===== src/rtl/core/lss_pkg.sv =====
package lss_pkg;

    // Calibration slots are always 12 bits wide.
    localparam int CAL_SLOT_W = 12;
    localparam int NUM_CH     = 7;
    localparam int SCALED_W   = 7;
    localparam int SUM_W      = 10;
    localparam int ERR_W      = 16;
    localparam int DIV_N_W    = 24;
    localparam int DIV_D_W    = 12;
    localparam int DIV_Q_W    = 15;
    localparam int STEP_W     = 4;
    localparam int CAL_W      = 60;

    // Top quotient bit of a channel scaling divide and of the Q1.14 error divide.
    localparam logic [STEP_W-1:0] CHAN_QUO_TOP = 4'd6;
    localparam logic [STEP_W-1:0] WIDE_QUO_TOP = 4'd14;
    localparam logic [2:0]        CH_LAST      = 3'd6;

    localparam logic [6:0] SCALE_GAIN = 7'd99;
    localparam logic [SCALED_W-1:0] SCALED_MIN = 7'd1;
    localparam logic [SCALED_W-1:0] SCALED_MAX = 7'd100;

    // Register indexes on the configuration port.
    localparam logic [2:0] REG_CAL_A     = 3'd0;
    localparam logic [2:0] REG_CAL_B     = 3'd1;
    localparam logic [2:0] REG_CAL_C     = 3'd2;
    localparam logic [2:0] REG_GAIN_P    = 3'd3;
    localparam logic [2:0] REG_GAIN_D    = 3'd4;
    localparam logic [2:0] REG_STOP_THR  = 3'd5;
    localparam logic [2:0] REG_SERVO_CTR = 3'd6;

    typedef enum logic [1:0] {
        DIV_CHAN,
        DIV_ERR,
        DIV_MEAN
    } div_src_t;

    typedef enum logic [3:0] {
        ST_IDLE,
        ST_CH_SETUP,
        ST_CH_DIV,
        ST_CH_STORE,
        ST_ERR_SETUP,
        ST_ERR_DIV,
        ST_ERR_STORE,
        ST_SCAN,
        ST_MEAN_SETUP,
        ST_MEAN_MUL,
        ST_MEAN_STORE,
        ST_PD_MUL,
        ST_PD_SUM,
        ST_OUT
    } state_t;

    typedef struct packed {
        logic [CAL_W-1:0] cal_a;
        logic [CAL_W-1:0] cal_b;
        logic [CAL_W-1:0] cal_c;
        logic [15:0]      gain_p;
        logic [15:0]      gain_d;
        logic [SUM_W-1:0] stop_thr;
        logic [15:0]      servo_ctr;
    } cfg_t;

    typedef struct packed {
        logic              load_in;
        logic [2:0]        ch;
        logic              ch_store;
        logic              div_load;
        div_src_t          div_src;
        logic              div_step;
        logic [STEP_W-1:0] step;
        logic              err_store;
        logic              scan;
        logic              mean_mul;
        logic              mean_store;
        logic              pd_mul;
        logic              pd_sum;
        logic              out_load;
        logic              steer;
    } cmd_t;

    typedef struct packed {
        logic in_range;
        logic win_full;
        logic scan_last;
    } sts_t;

endpackage


===== src/rtl/core/lss_ctrl.sv =====
module lss_ctrl (
    input  logic          aclk,
    input  logic          aresetn,
    input  logic          s_tvalid,
    output logic          s_tready,
    output logic          m_tvalid,
    input  logic          m_tready,
    input  lss_pkg::sts_t sts,
    output lss_pkg::cmd_t cmd
);
    import lss_pkg::*;

    state_t            state_reg, state_next;
    logic [2:0]        ch_reg, ch_next;
    logic [STEP_W-1:0] step_reg, step_next;
    logic              steer_reg, steer_next;
    logic              m_tvalid_reg, m_tvalid_next;

    // State and counters.
    always_ff @(posedge aclk) begin
        if (!aresetn) begin
            state_reg    <= ST_IDLE;
            ch_reg       <= '0;
            step_reg     <= '0;
            steer_reg    <= 1'b0;
            m_tvalid_reg <= 1'b0;
        end else begin
            state_reg    <= state_next;
            ch_reg       <= ch_next;
            step_reg     <= step_next;
            steer_reg    <= steer_next;
            m_tvalid_reg <= m_tvalid_next;
        end
    end

    // Sequencing of one item through the shared divider and the PD stage.
    always_comb begin
        state_next = state_reg;
        ch_next    = ch_reg;
        step_next  = step_reg;
        steer_next = steer_reg;
        s_tready   = 1'b0;
        cmd        = '0;
        cmd.ch     = ch_reg;
        cmd.step   = step_reg;
        cmd.steer  = steer_reg;
        cmd.div_src = DIV_CHAN;
        case (state_reg)
            ST_IDLE: begin
                s_tready = 1'b1;
                if (s_tvalid) begin
                    cmd.load_in = 1'b1;
                    ch_next     = '0;
                    state_next  = ST_CH_SETUP;
                end
            end
            ST_CH_SETUP: begin
                if (sts.in_range) begin
                    cmd.div_load = 1'b1;
                    cmd.div_src  = DIV_CHAN;
                    step_next    = CHAN_QUO_TOP;
                    state_next   = ST_CH_DIV;
                end else begin
                    state_next = ST_CH_STORE;
                end
            end
            ST_CH_DIV: begin
                cmd.div_step = 1'b1;
                if (step_reg == '0) begin
                    state_next = ST_CH_STORE;
                end else begin
                    step_next = step_reg - 1'b1;
                end
            end
            ST_CH_STORE: begin
                cmd.ch_store = 1'b1;
                if (ch_reg == CH_LAST) begin
                    state_next = ST_ERR_SETUP;
                end else begin
                    ch_next    = ch_reg + 1'b1;
                    state_next = ST_CH_SETUP;
                end
            end
            ST_ERR_SETUP: begin
                cmd.div_load = 1'b1;
                cmd.div_src  = DIV_ERR;
                step_next    = WIDE_QUO_TOP;
                state_next   = ST_ERR_DIV;
            end
            ST_ERR_DIV: begin
                cmd.div_step = 1'b1;
                if (step_reg == '0) begin
                    state_next = ST_ERR_STORE;
                end else begin
                    step_next = step_reg - 1'b1;
                end
            end
            ST_ERR_STORE: begin
                cmd.err_store = 1'b1;
                steer_next    = sts.win_full;
                state_next    = sts.win_full ? ST_SCAN : ST_OUT;
            end
            ST_SCAN: begin
                cmd.scan = 1'b1;
                if (sts.scan_last) begin
                    state_next = ST_MEAN_SETUP;
                end
            end
            ST_MEAN_SETUP: begin
                cmd.div_load = 1'b1;
                cmd.div_src  = DIV_MEAN;
                state_next   = ST_MEAN_MUL;
            end
            ST_MEAN_MUL: begin
                cmd.mean_mul = 1'b1;
                state_next   = ST_MEAN_STORE;
            end
            ST_MEAN_STORE: begin
                cmd.mean_store = 1'b1;
                state_next     = ST_PD_MUL;
            end
            ST_PD_MUL: begin
                cmd.pd_mul = 1'b1;
                state_next = ST_PD_SUM;
            end
            ST_PD_SUM: begin
                cmd.pd_sum = 1'b1;
                state_next = ST_OUT;
            end
            ST_OUT: begin
                if (!m_tvalid_reg || m_tready) begin
                    cmd.out_load = 1'b1;
                    state_next   = ST_IDLE;
                end
            end
            default: begin
                state_next = ST_IDLE;
            end
        endcase
    end

    // The output register holds an item until the sink takes it.
    always_comb begin
        if (cmd.out_load) begin
            m_tvalid_next = 1'b1;
        end else if (m_tready) begin
            m_tvalid_next = 1'b0;
        end else begin
            m_tvalid_next = m_tvalid_reg;
        end
    end

    assign m_tvalid = m_tvalid_reg;

endmodule


===== config.mk =====
export PLATFORM = sky130hd
export DESIGN_NAME = lss_ctrl
export DESIGN_NICKNAME = d
export VERILOG_FILES = /design/src/rtl/core/lss_pkg.sv /design/src/rtl/core/lss_ctrl.sv
export SDC_FILE = /design/constraint.sdc
export NUM_CORES = 1
export LEC_CHECK = 0
export BUFFER_PORTS_ARGS = -buffer_cell sky130_fd_sc_hd__buf_2
export CAP_MARGIN = 20
export CELL_PAD_IN_SITES_DETAIL_PLACEMENT = 1
export CELL_PAD_IN_SITES_GLOBAL_PLACEMENT = 2
export CORE_ASPECT_RATIO = 1.5
export CORE_MARGIN = 1.5
export CORE_UTILIZATION = 29
export CTS_CLUSTER_SIZE = 14
export DETAILED_ROUTE_END_ITERATION = 10
export PLACE_DENSITY = 0.78
export SETUP_SLACK_MARGIN = 0.1
export SLEW_MARGIN = 20
export SYNTH_ARGS = -nofsm -noshare
export SYNTH_HDL_FRONTEND = slang
export SYNTH_SLANG_ARGS = --single-unit

===== constraint.sdc =====
create_clock -name aclk -period 2.11 [get_ports aclk]
set_clock_uncertainty 0.05 [all_clocks]
set_input_delay 0.211 -clock aclk [delete_from_list [all_inputs] [get_ports aclk]]
set_output_delay 0.211 -clock aclk [all_outputs]
set_load 0.005 [all_outputs]

After elaboration in Yosys (flattened, before gate mapping) --
Index checks and enable logic that the tools add are counted.
Storage, ports and cells: bits in registers 13, bits of input ports 7, output and inout port bits 23, word-level logic and storage cells 72
Cells by class: add/sub/neg operators 2, equal/unequal tests 22, multiplexer cells 32, reductions and logical operators 11
Operators with widths (count):
- $pmux W4 S14 | 1
- $mux W4 | 8
- $eq A4 B4 Y1 const B | 6
- $eq A4 B3 Y1 const B | 4
- $mux W1 | 16
- $ne A2 B2 Y1 const B | 8
- $mux W3 | 4
- $pmux W4 S3 | 1
- $pmux W3 S3 | 1
- $eq A4 B2 Y1 const B | 2
- $logic_not A4 Y1 | 2
- $pmux W3 S2 | 1
- $reduce_and A3 Y1 | 2
- $reduce_and A5 Y1 | 1
- $eq A4 B1 Y1 const B | 1
- $reduce_bool A2 Y1 | 2
- $sub A4 B1 Y4 const B | 1
- $add A3 B1 Y3 const B | 1
- $eq A3 B3 Y1 const B | 1
- $reduce_bool A3 Y1 | 1
- $reduce_or A2 Y1 | 1
- $logic_not A1 Y1 | 1
- $logic_or A1 B1 Y1 | 1

Logic depth before layout (Yosys ltp) --
word-level depth 5, mapped depth 6, gate-level depth less buffers 6

Worst setup path after synthesis --
No wires, ideal clock.
path kind register -> register, start register step_reg[0], end register step_reg[3], setup time 0.116 ns, data arrival time 1.431 ns, data required time 1.944 ns, setup slack 0.514 ns, cell stages (with the launch flop) 7, buffers on the path 0, clock period less this slack 1.596 ns, path through dfxtp_1 inv_1 ha_1 nor4bb_1 o22ai_2 o221a_1 a31o_1
Between the ends: cells in the longest elaborated chain, start to end 3, elaborated cells between the ends (all ways) 6, classes of those cells add/sub: 1; eq/ne: 1; mux: 2; reduce/logical: 2
Ends and longest elaborated chain:
- from (decl) | line lss_ctrl.sv:15 | logic [STEP_W-1:0] step_reg, step_next;
- from (signal assigned) | line lss_ctrl.sv:30 | step_reg <= step_next;
- $sub A4 B1 Y4 or $logic_not A4 Y1 (tied branches)
- $mux W4 or $ne A2 B2 Y1 (tied branches)
- $pmux W4 S3 or $reduce_and A3 Y1 (tied branches)
Several ways; a longest one is shown, not always the timed one. The select of a mux whose other input is x is not followed. A chain may end at the register's enable or synchronous reset.

==> summary.txt <==
outcome - finished, final reports clean
Slew headroom - 68.5%
CTS tree - yes
post-synthesis cell area - 1090 um^2
Total GRT Usage - 16.4%
Slew Viols, Final - 0
Buffers on Ports - 29
Routed wire per std cell - 16.0 um
DR DRC count - 0
Hold EP - m_tvalid
Die Height - 78.0 um
CP max FO - 13
clock sinks - 13
via count - 1091
Cells after Synth - 132
CP max-delay cell - dfxtp_1
Peak VDD IR - 0.470 mV
Post-synth EDFFs - 0
highest metal used - met4
Slew @ Worst Pin - 472 ps
Synth Flop Type - dfxtp_1
FF-to-FF End - ch_reg[1]
initial antenna violation count - 0
final cell count without fillers - 201
final hold vios - 0
Vias/cell - 5.43
combinational share of power - 54.9%
Routed met3 length - 101 um
CTS HTree Levels - 1
DP HPWL - 2430 um
clk buf depth - 2
worst path cell trace - buf_4 -> nand3_1 -> a21o_1 -> a21oi_1 -> buf_2
Critical path buffers and inverters - 2
RR Startpoint - ch_reg[0]
total inserted antenna cells - 0
Clock Latency Late Sink - 250 ps
die area - 4130 um^2
final setup TNS - 0 ps
Cell Pwr Density - 1120 nW/um^2
post-synthesis sequential area ratio - 23.9%
Hold Buf Count CTS - 0
first-pass GRT wire length - 5200 um
type of destination of the critical path - output port
num rows - 27
Worst EP required - 1850 ps
maximum clock frequency - 526 MHz
max cap viols - 0
hold path depth - 3
Yosys warnings - 0
die width - 53.0 um
floorplan core area - 3610 um^2
NumNets Final - 170
Crit Path Category - reg2out
RSZ-0062 raised after global routing - no
pin count of the biggest net entering global routing - 21
ranking of synthesized cells by area - dfxtp_1, ha_1, a21oi_1
Yosys reg bits - 13
Met1 Routed Length - 1310 um
most frequent cells after synthesis - dfxtp_1, a21oi_1, nor2_1, inv_1, nand2_1
syn_nets - 143
Psw - 653 uW
Root Buffer - clkbuf_8
Critical Path AT - 1640 ps
gpl congestion - 0.703
number of DRC markers in iteration 0 - 13
layout cells sized above 1 - 31.6%
P_leak - 0.560 nW
Final WS setup - 208 ps
Inst Count DP - 197
final core occ - 35.7%
R2R depth - 6
Initial Utilization - 30.1%
Crit. Startpoint - state_reg[0]
Tcrit/Tclk final - 90.1%
top cell type's share of synthesized area - 23.9%
ANT nets after route - 0
clock share of power - 16.8%
Setup violations, final - 0
max incr delay on CP - 610 ps
Hold Path Class - in2reg
clock slew at reported path FFs - 60 ps
final wirelength - 3220 um
setup bufs post-CTS - 0
Synth cell types - 54
internal cell power - 787 uW
Detail Route met2 WL - 1780 um
hold path start - m_tready
IO Pins - 30
Post-synth ARST share - 0%
post-CTS sizing - 0
fin crit period - 1900 ps
area delta synth->final - 18.5%
pre-CTS setup slack - 299 ps
Remaining Overflow, GRT - 0
vias in the first global route - 1134
Seq pwr share - 28.3%
sw frac - 45.4%
startpoint class of the critical path - flip-flop
Synth area leader - dfxtp_1
count leader, synth - dfxtp_1
Top delay family on crit path - flip-flops
drt pass-1 iters - 4
CTS buffer count - 3
R2R Setup Slk - 320 ps
syn avg cell area - 8.24 um^2
## worst min-delay path: stages
cell	delay, ps
buf_2	70
nand2b_1	120
a21boi_0	90
## cell type report
| class | count | area [um^2] |
|---|---|---|
| Clock buffer | 3 | 41.3 |
| Clock inverter | 1 | 5.00 |
| Fill cell | 443 | 2330 |
| Inverter | 8 | 30.0 |
| Multi-Input combinational cell | 99 | 714 |
| Sequential cell | 13 | 262 |
| Tap cell | 43 | 53.8 |
| Timing Repair Buffer | 34 | 183 |
## metal layers
metal | track usage [%] | vias up
li1 | - | 535
met1 | 18.7 | 531
met2 | 29.6 | 22
met3 | 2.69 | 3
met4 | 5.13 | 0
met5 | 0 | -
## layout by cell type (no fill, tap or decap), types with 3 or more instances in the layout
cell      instances
buf_2            29
dfxtp_1          12
nor2_1            8
a21oi_1           8
inv_1             7
nand2_1           7
nand2b_1          6
nor3_1            6
buf_4             5
o21ai_0           4
ha_1              4
nand4b_1          3
mux2i_1           3
o21a_1            3
clkbuf_8          3
## power groups by stage
stage / clock [mW] / combinational (mW) / sequential, mW
finish: 0.242 / 0.791 / 0.407
global route: 0.257 / 0.875 / 0.420
CTS: 0.248 / 0.796 / 0.407
detailed placement: 0 / 0.790 / 0.411
global placement: 0 / 0.772 / 0.404
floorplan: 0 / 0.632 / 0.358
## kinds of logic (layout without fill, tap and decap cells)
family          Yosys count  after routing  synth area share, %
buf+inv                  20             46                 10.4
compound gates           40             40                 27.0
flops                    13             13                 23.9
mux                       3              3                 2.76
simple gates             52             52                 31.3
fa+ha+maj                 4              4                 4.60
## worst max path at each step
| stage | end | cells after the start |
|---|---|---|
| 4_1_cts | cmd[15] | 4 |
| 6_report | cmd[15] | 5 |
| 3_5_place_dp | ch_reg[1] | 6 |
| 3_3_place_gp | state_reg[3] | 4 |
| 2_1_floorplan | step_reg[3] | 6 |
| 5_1_grt | cmd[15] | 6 |
## metrics by stage
step / hold slack (ps) / instance area, um^2 / power, mW
after floorplan: 315 / 1090 / 0.989
after global routing: 279 / 1290 / 1.55
final: 234 / 1290 / 1.44
after CTS: 233 / 1290 / 1.45
after detailed placement: 468 / 1240 / 1.20
after global placement: 436 / 1240 / 1.18
No activity file was read; power rests on OpenSTA's default activity.
